==> src/rtl/core/asc_pkg.sv <==
`default_nettype none
package asc_pkg;

  localparam int MAX_HEADER_BYTES = 8;
  localparam int BYTE_W = 8;
  localparam int POS_W = 32;
  localparam int LEN_W = 4;
  localparam int FILL_W = 4;
  localparam int WIN_IDX_W = $clog2(MAX_HEADER_BYTES);
  localparam int HDR_W = MAX_HEADER_BYTES * BYTE_W;
  localparam int END_MARK_LEN = 2;
  localparam int CFG_IDX_W = 1;

  localparam logic [BYTE_W-1:0] END_MARK_FIRST = 8'hFF;
  localparam logic [BYTE_W-1:0] END_MARK_SECOND = 8'hD9;
  localparam logic [POS_W-1:0] POS_MAX = {POS_W{1'b1}};
  localparam logic [LEN_W-1:0] HDR_LEN_RESET = LEN_W'(3);

  typedef enum logic [CFG_IDX_W-1:0] {
    CFG_HEADER_BYTES = 1'b0,
    CFG_HEADER_LENGTH = 1'b1
  } asc_cfg_idx_t;

  typedef enum logic {
    KIND_HEADER = 1'b0,
    KIND_END = 1'b1
  } asc_kind_t;

  // newest byte at index 0
  typedef logic [MAX_HEADER_BYTES-1:0][BYTE_W-1:0] asc_win_t;

  typedef struct packed {
    logic [HDR_W-1:0] header_bytes;
    logic [LEN_W-1:0] header_length;
  } asc_cfg_t;

  typedef struct packed {
    logic seeking_end;
    logic [FILL_W-1:0] fill;
    logic [POS_W-1:0] position;
  } asc_scan_t;

  typedef struct packed {
    logic hit;
    asc_kind_t kind;
    logic [POS_W-1:0] offset;
  } asc_result_t;

endpackage
`default_nettype wire

==> src/rtl/core/asc_in_if.sv <==
`default_nettype none
interface asc_in_if import asc_pkg::*; ();
  logic valid;
  logic ready;
  logic [BYTE_W-1:0] data_byte;
  logic stream_end;

  modport source (output valid, output data_byte, output stream_end, input ready);
  modport sink (input valid, input data_byte, input stream_end, output ready);
endinterface
`default_nettype wire

==> src/rtl/core/asc_out_if.sv <==
`default_nettype none
interface asc_out_if import asc_pkg::*; ();
  logic valid;
  logic ready;
  logic match_kind;
  logic [POS_W-1:0] stream_offset;

  modport source (output valid, output match_kind, output stream_offset, input ready);
  modport sink (input valid, input match_kind, input stream_offset, output ready);
endinterface
`default_nettype wire

==> src/rtl/core/asc_cfg_if.sv <==
`default_nettype none
interface asc_cfg_if import asc_pkg::*; ();
  logic valid;
  logic ready;
  logic [CFG_IDX_W-1:0] index;
  logic [HDR_W-1:0] data;

  modport source (output valid, output index, output data, input ready);
  modport sink (input valid, input index, input data, output ready);
endinterface
`default_nettype wire

==> src/rtl/core/asc_match.sv <==
`default_nettype none
module asc_match import asc_pkg::*; (
  input  asc_win_t    win,
  input  asc_cfg_t    cfg,
  input  asc_scan_t   scan,
  output asc_result_t res
);

  logic [LEN_W-1:0] hlen;
  logic [LEN_W-1:0] wlen;
  logic [LEN_W-1:0] plen;
  logic [MAX_HEADER_BYTES-1:0] lane_ok;
  logic [LEN_W-1:0] lane_pos [MAX_HEADER_BYTES];
  logic [BYTE_W-1:0] lane_want [MAX_HEADER_BYTES];
  logic [POS_W-1:0] base;
  logic [POS_W:0] end_sum;

  always_comb begin
    if (cfg.header_length == '0) begin
      hlen = LEN_W'(1);
    end else if (cfg.header_length > LEN_W'(MAX_HEADER_BYTES)) begin
      hlen = LEN_W'(MAX_HEADER_BYTES);
    end else begin
      hlen = cfg.header_length;
    end
    wlen = (hlen > LEN_W'(END_MARK_LEN)) ? hlen : LEN_W'(END_MARK_LEN);
    plen = scan.seeking_end ? LEN_W'(END_MARK_LEN) : hlen;
  end

  // lane k compares pattern byte k against the window byte k places after the start
  always_comb begin
    for (int k = 0; k < MAX_HEADER_BYTES; k++) begin
      lane_pos[k] = wlen - LEN_W'(1) - LEN_W'(k);
      if (scan.seeking_end) begin
        lane_want[k] = ((k % 2) == 0) ? END_MARK_FIRST : END_MARK_SECOND;
      end else begin
        lane_want[k] = cfg.header_bytes[k*BYTE_W +: BYTE_W];
      end
      lane_ok[k] = (LEN_W'(k) >= plen) ||
                   (win[lane_pos[k][WIN_IDX_W-1:0]] == lane_want[k]);
    end
  end

  always_comb begin
    if (scan.position == POS_MAX) begin
      base = POS_MAX;
    end else begin
      base = scan.position - POS_W'(wlen - LEN_W'(1));
    end
    end_sum = {1'b0, base} + (POS_W+1)'(END_MARK_LEN);
    res.hit = (scan.fill >= wlen) && (&lane_ok);
    res.kind = scan.seeking_end ? KIND_END : KIND_HEADER;
    if (!scan.seeking_end) begin
      res.offset = base;
    end else if (end_sum[POS_W]) begin
      res.offset = POS_MAX;
    end else begin
      res.offset = end_sum[POS_W-1:0];
    end
  end

endmodule
`default_nettype wire

==> src/rtl/core/alternating_signature_scanner.sv <==
`default_nettype none
// Scans a byte stream, one byte per transaction, for a configurable header
// signature (1 to 8 bytes, register 0 holds the bytes with the first in the
// low bits, register 1 the length) and then for the end marker FF D9,
// alternating between the two. A header hit reports its start offset with
// match_kind 0; an end hit reports the offset just past the marker with
// match_kind 1. Offsets saturate at 0xFFFFFFFF. The byte flagged stream_end
// closes the stream and the scan state returns to its reset values.
// Throughput is one byte per clock: the byte is registered on accept and the
// whole window compare runs from that register into the output register. The
// input stalls only while a held result has not been taken and the next byte
// also hits. The user must write configuration only while the scanner is
// idle; the block itself does not enforce this. The write port is always
// ready.
module alternating_signature_scanner import asc_pkg::*; (
  input wire logic clk,
  input wire logic rst_n,
  asc_in_if.sink   in_ch,
  asc_cfg_if.sink  cfg_ch,
  asc_out_if.source out_ch
);

  asc_cfg_t cfg_r;

  logic s1_v_r;
  logic [BYTE_W-1:0] s1_byte_r;
  logic s1_last_r;

  asc_win_t win_r;
  asc_win_t win_nxt;
  logic [POS_W-1:0] pos_r;
  logic [POS_W-1:0] pos_nxt;
  logic [FILL_W-1:0] fill_r;
  logic [FILL_W-1:0] fill_nxt;
  logic seek_r;

  logic out_v_r;
  asc_kind_t out_kind_r;
  logic [POS_W-1:0] out_off_r;

  asc_scan_t scan;
  asc_result_t res;
  logic advance;
  logic in_take;

  assign cfg_ch.ready = 1'b1;

  always_ff @(posedge clk) begin
    if (!rst_n) begin
      cfg_r.header_bytes <= '0;
      cfg_r.header_length <= HDR_LEN_RESET;
    end else if (cfg_ch.valid) begin
      case (asc_cfg_idx_t'(cfg_ch.index))
        CFG_HEADER_BYTES:  cfg_r.header_bytes <= cfg_ch.data;
        CFG_HEADER_LENGTH: cfg_r.header_length <= cfg_ch.data[LEN_W-1:0];
        default: ;
      endcase
    end
  end

  always_comb begin
    win_nxt = {win_r[MAX_HEADER_BYTES-2:0], s1_byte_r};
    fill_nxt = (fill_r < FILL_W'(MAX_HEADER_BYTES)) ? fill_r + FILL_W'(1) : fill_r;
    pos_nxt = (pos_r != POS_MAX) ? pos_r + POS_W'(1) : pos_r;
    scan.seeking_end = seek_r;
    scan.fill = fill_nxt;
    scan.position = pos_r;
  end

  asc_match u_match (
    .win  (win_nxt),
    .cfg  (cfg_r),
    .scan (scan),
    .res  (res)
  );

  // a byte with no hit never waits on the output side
  assign advance = s1_v_r && (!out_v_r || out_ch.ready || !res.hit);
  assign in_ch.ready = !s1_v_r || advance;
  assign in_take = in_ch.valid && in_ch.ready;

  always_ff @(posedge clk) begin
    if (!rst_n) begin
      s1_v_r <= 1'b0;
    end else if (in_take) begin
      s1_v_r <= 1'b1;
    end else if (advance) begin
      s1_v_r <= 1'b0;
    end
  end

  always_ff @(posedge clk) begin
    if (in_take) begin
      s1_byte_r <= in_ch.data_byte;
      s1_last_r <= in_ch.stream_end;
    end
  end

  always_ff @(posedge clk) begin
    if (!rst_n) begin
      win_r <= '0;
      pos_r <= '0;
      fill_r <= '0;
      seek_r <= 1'b0;
    end else if (advance) begin
      if (s1_last_r) begin
        win_r <= '0;
        pos_r <= '0;
        fill_r <= '0;
        seek_r <= 1'b0;
      end else begin
        win_r <= win_nxt;
        pos_r <= pos_nxt;
        fill_r <= fill_nxt;
        seek_r <= seek_r ^ res.hit;
      end
    end
  end

  always_ff @(posedge clk) begin
    if (!rst_n) begin
      out_v_r <= 1'b0;
    end else if (advance && res.hit) begin
      out_v_r <= 1'b1;
    end else if (out_ch.ready) begin
      out_v_r <= 1'b0;
    end
  end

  always_ff @(posedge clk) begin
    if (advance && res.hit) begin
      out_kind_r <= res.kind;
      out_off_r <= res.offset;
    end
  end

  assign out_ch.valid = out_v_r;
  assign out_ch.match_kind = out_kind_r;
  assign out_ch.stream_offset = out_off_r;

endmodule
`default_nettype wire

==> src/flat_wrapper.sv <==
// flat-port wrapper written by rule: the top's interface ports become plain ports
module alternating_signature_scanner_flat import asc_pkg::*;
  (clk, rst_n, in_ch_valid, in_ch_data_byte, in_ch_stream_end, in_ch_ready, cfg_ch_valid, cfg_ch_index, cfg_ch_data, cfg_ch_ready, out_ch_valid, out_ch_match_kind, out_ch_stream_offset, out_ch_ready);
  asc_in_if in_ch_i ();
  asc_cfg_if cfg_ch_i ();
  asc_out_if out_ch_i ();
  input wire logic clk;
  input wire logic rst_n;
  input wire logic [$bits(in_ch_i.valid)-1:0] in_ch_valid;
  input wire logic [$bits(in_ch_i.data_byte)-1:0] in_ch_data_byte;
  input wire logic [$bits(in_ch_i.stream_end)-1:0] in_ch_stream_end;
  output wire logic [$bits(in_ch_i.ready)-1:0] in_ch_ready;
  input wire logic [$bits(cfg_ch_i.valid)-1:0] cfg_ch_valid;
  input wire logic [$bits(cfg_ch_i.index)-1:0] cfg_ch_index;
  input wire logic [$bits(cfg_ch_i.data)-1:0] cfg_ch_data;
  output wire logic [$bits(cfg_ch_i.ready)-1:0] cfg_ch_ready;
  output wire logic [$bits(out_ch_i.valid)-1:0] out_ch_valid;
  output wire logic [$bits(out_ch_i.match_kind)-1:0] out_ch_match_kind;
  output wire logic [$bits(out_ch_i.stream_offset)-1:0] out_ch_stream_offset;
  input wire logic [$bits(out_ch_i.ready)-1:0] out_ch_ready;
  assign in_ch_i.valid = in_ch_valid;
  assign in_ch_i.data_byte = in_ch_data_byte;
  assign in_ch_i.stream_end = in_ch_stream_end;
  assign in_ch_ready = in_ch_i.ready;
  assign cfg_ch_i.valid = cfg_ch_valid;
  assign cfg_ch_i.index = cfg_ch_index;
  assign cfg_ch_i.data = cfg_ch_data;
  assign cfg_ch_ready = cfg_ch_i.ready;
  assign out_ch_valid = out_ch_i.valid;
  assign out_ch_match_kind = out_ch_i.match_kind;
  assign out_ch_stream_offset = out_ch_i.stream_offset;
  assign out_ch_i.ready = out_ch_ready;
  alternating_signature_scanner u_core (.clk(clk), .rst_n(rst_n), .in_ch(in_ch_i), .cfg_ch(cfg_ch_i), .out_ch(out_ch_i));
endmodule
==> config.mk <==
export PLATFORM = sky130hd
export DESIGN_NAME = alternating_signature_scanner_flat
export DESIGN_NICKNAME = d
export VERILOG_FILES = /design/src/rtl/core/asc_pkg.sv /design/src/rtl/core/asc_in_if.sv /design/src/rtl/core/asc_out_if.sv /design/src/rtl/core/asc_cfg_if.sv /design/src/rtl/core/asc_match.sv /design/src/rtl/core/alternating_signature_scanner.sv /design/src/flat_wrapper.sv
export SDC_FILE = /design/constraint.sdc
export NUM_CORES = 1
export LEC_CHECK = 0
export BUFFER_PORTS_ARGS = -buffer_cell sky130_fd_sc_hd__buf_2
export CAP_MARGIN = 20
export CORE_MARGIN = 2
export CORE_UTILIZATION = 62
export DETAILED_ROUTE_END_ITERATION = 8
export PLACE_DENSITY = 0.82
export SETUP_SLACK_MARGIN = 0.4
export SLEW_MARGIN = 25
export SYNTH_ARGS = -nofsm -noshare
export SYNTH_HDL_FRONTEND = slang
export SYNTH_HIERARCHICAL = 1
export SYNTH_SLANG_ARGS = --single-unit
==> constraint.sdc <==
create_clock -name clk -period 9.6 [get_ports clk]
set_clock_uncertainty 0.1 [all_clocks]
set_input_delay 0.96 -clock clk [delete_from_list [all_inputs] [get_ports clk]]
set_output_delay 0.96 -clock clk [all_outputs]
set_load 0.1 [all_outputs]
==> flow_metrics.tcl <==
set metrics [dict create \
    seqCellArea_mm2 0.00453 \
    h-tree-depth 1 \
    avgViaCountPerCell 6.66 \
    drive_gt1_frac 0.142 \
    top_layer "met4" \
    max-vdd-ir-drop_mv 0.158 \
    fin_setup_tns_ns 0 \
    power_density_mw_per_mm2 142 \
    ys_types 98 \
    clkPwrFrac 0.415 \
    setup_viol 0 \
    synth_seq_cells 205 \
    cp.required_ns 9.92 \
    core_mm2 0.0235 \
    cts_hold_buf 0 \
    fin_crit_ns 7.71 \
    cts_buffers 24 \
    synth_top_area_frac 0.218 \
    cp_max_fo 36 \
    initial_core_util 0.634 \
    die_h_um 159 \
    hpwl_mm 31.2 \
    wl_met1_mm 16.6 \
    place_congestion 1.03 \
    portBuffers 113 \
    seqPwrFrac 0.395 \
    drt_iter0_drc 1477 \
    multi_input_area_mm2 0.00987 \
    wl_per_cell_um 20.2 \
    wirelength_mm 44.1 \
    postCtsSetupBuffers 0 \
    drc 0 \
    final_cell_mix "nand2_1, a21oi_1, dfxtp_1, nor2_1, buf_2" \
    fillers 1913 \
    synth-main-ff-cell "dfxtp_1" \
    pwr-share-comb 0.190 \
    hold_depth 2 \
    final_common_cell "nand2_1" \
    r2r_cells 19 \
    grt_use_total 0.333 \
    worstMarginPinSlew_ns 1.04 \
    cts_sinks 205 \
    routed-wl-met2_mm 21.9 \
    yosys_warnings 6 \
    netlist_area_mm2 0.0149 \
    nets 1972 \
    boundaryPins 115 \
    slew-limit-headroom 0.308 \
    overflow 0 \
    synth-seq-area-share 0.303 \
    p_leak_nw 6.08 \
    synth_area_per_cell_um2 8.29 \
    netSwitchingFraction 0.289 \
    internal_power_mw 1.65 \
    fmax_mhz 130 \
    timing.final.ws_setup_ns 1.89 \
    cts_resized 0 \
    worstSetupEndpointType "flop" \
    rows 56 \
    maxCapViolCount 0 \
    ant_nets 0 \
    vias 14600 \
    cts_root_buffer "clkbuf_16" \
    cts_tree "yes" \
    synth_top_area_cell "dfxtp_1" \
    die_area_mm2 0.0253 \
    rsz0062_at_grt "no" \
    min_path_type "flop to flop" \
    drt-pass1-iter-count 6 \
    cts_max_path_buffers 3 \
    area_delta_synth_final_pct 9.89 \
    grt_pass1_wl_mm 69.4 \
    wl_met3_mm 2.94 \
    critPathKind "flop to flop" \
    p_sw_uw 673 \
    grt_max_degree 95 \
    antenna_cells 0 \
    synth_edf_count 42 \
    die_w_um 159 \
    place_ws_ns 2.17 \
    crit_arrival_ns 8.03 \
    cts.clk_slew.worst_paths_ns 0.06 \
    grt_pass1_vias 13500 \
    min_period_over_period 0.803 \
    syn_inst 1801 \
    start_kind "flop" \
    slew_viol_final 0 \
    async_flop_share 0 \
    antenna_found_initial 0 \
    synthTopCellsByArea "dfxtp_1, edfxtp_1, a21oi_1, mux2i_1, nand2_1" \
    status "finished clean" \
    hold_violations 0 \
    clock_latency_ns 0.54 \
]
-- cell type report --
class                   instances  area share
clock buffers                  26      0.0383
multi-input cells            1472       0.601
inverters                      18     0.00442
repair buffers                130      0.0437
well taps                     319      0.0243
clock inverters                17      0.0121
flip-flops and latches        205       0.276
-- metrics by stage --
stage	utilization	cells	hold WS (ns)	instance area [um2]	total power [mW]
floorplan	-	1827	0.332	15000	1.26
global placement	0.660	2142	0.340	15500	1.35
detailed placement	0.660	2142	0.343	15500	1.36
CTS	0.695	2185	0.351	16400	2.32
global route	0.697	2187	0.374	16400	2.41
finish	0.697	2187	0.357	16400	2.33
-- final timing paths --
kind | endpoint | from | slack, ns
setup / recovery | u_core/pos_r[20] | u_core/cfg_r[2] | 1.89
hold / removal | u_core/cfg_r[33] | u_core/cfg_r[33] | 0.36
setup reg to reg | u_core/pos_r[20] | u_core/cfg_r[2] | 1.89
hold reg to reg | u_core/cfg_r[33] | u_core/cfg_r[33] | 0.36
-- kinds of logic after synthesis --
logic type / synth area share
fa+ha+maj: 0.0357
xor+xnor: 0.0534
compound gates: 0.203
flops: 0.303
other cells: 0.000503
buf+inv: 0.0449
simple gates: 0.233
mux: 0.126
-- layer usage --
layer | vias up | GRT usage
met5 | - | 0
met4 | 0 | 0.183
met3 | 165 | 0.0464
met2 | 706 | 0.587
met1 | 6939 | 0.393
li1 | 6762 | -
-- Yosys cell counts (all sizes together), types with 8 or more instances --
cell / n
a21o: 17
a21oi: 188
xor2: 45
o31ai: 11
nor2: 160
dfxtp: 163
a2111oi: 15
mux4: 37
o211ai: 10
ha: 41
mux2: 12
o21a: 8
mux2i: 92
o311ai: 10
or3: 11
inv: 16
o21ai: 81
nor3b: 59
a32oi: 13
and3: 16
a31oi: 33
buf: 42
and2: 16
nor4: 20
nor3: 45
nand2: 239
o22ai: 9
nand4: 34
nand3: 49
clkbuf: 90
edfxtp: 42
nor2b: 15
a211oi: 16
nand2b: 16
xnor2: 43
-- state kept, by name, summed over array words and instances, names as in the netlist --
name / cells
u_core/cfg_r: 68
u_core/win_nxt: 56
u_core/out_ch.stream_offset: 32
u_core/pos_r: 32
u_core/s1_byte_r: 8
u_core/fill_r: 4
u_core/out_ch.match_kind: 1
u_core/out_ch.valid: 1
u_core/s1_last_r: 1
u_core/s1_v_r: 1
u_core/seek_r: 1
-- critical path, cell delays in order, from the launching register on --
cell and delay, ns:
dfxtp_1 0.38, nor2_1 0.65, or3_2 0.89, ha_1 0.40, xor2_4 0.24, buf_4 0.40
xor2_2 0.61, mux2i_1 0.21, a211o_1 0.26, a211oi_1 0.20, a31o_2 0.15, nand3_1 0.18
a311o_1 0.32, a21oi_1 0.14, o31a_1 0.37, inv_1 0.20, o21ai_4 0.81, nor2_1 0.49
and3_1 0.32, o221a_2 0.26
-- power by group through the flow --
stage	clock (mW)	sequential (mW)	combinational, mW
after global placement	0	0.936	0.418
final	0.966	0.918	0.441
after global routing	1.01	0.920	0.476
after detailed placement	0	0.936	0.428
after CTS	0.971	0.918	0.432
after floorplan	0	0.930	0.329
Power figures use the tool's default switching activity.
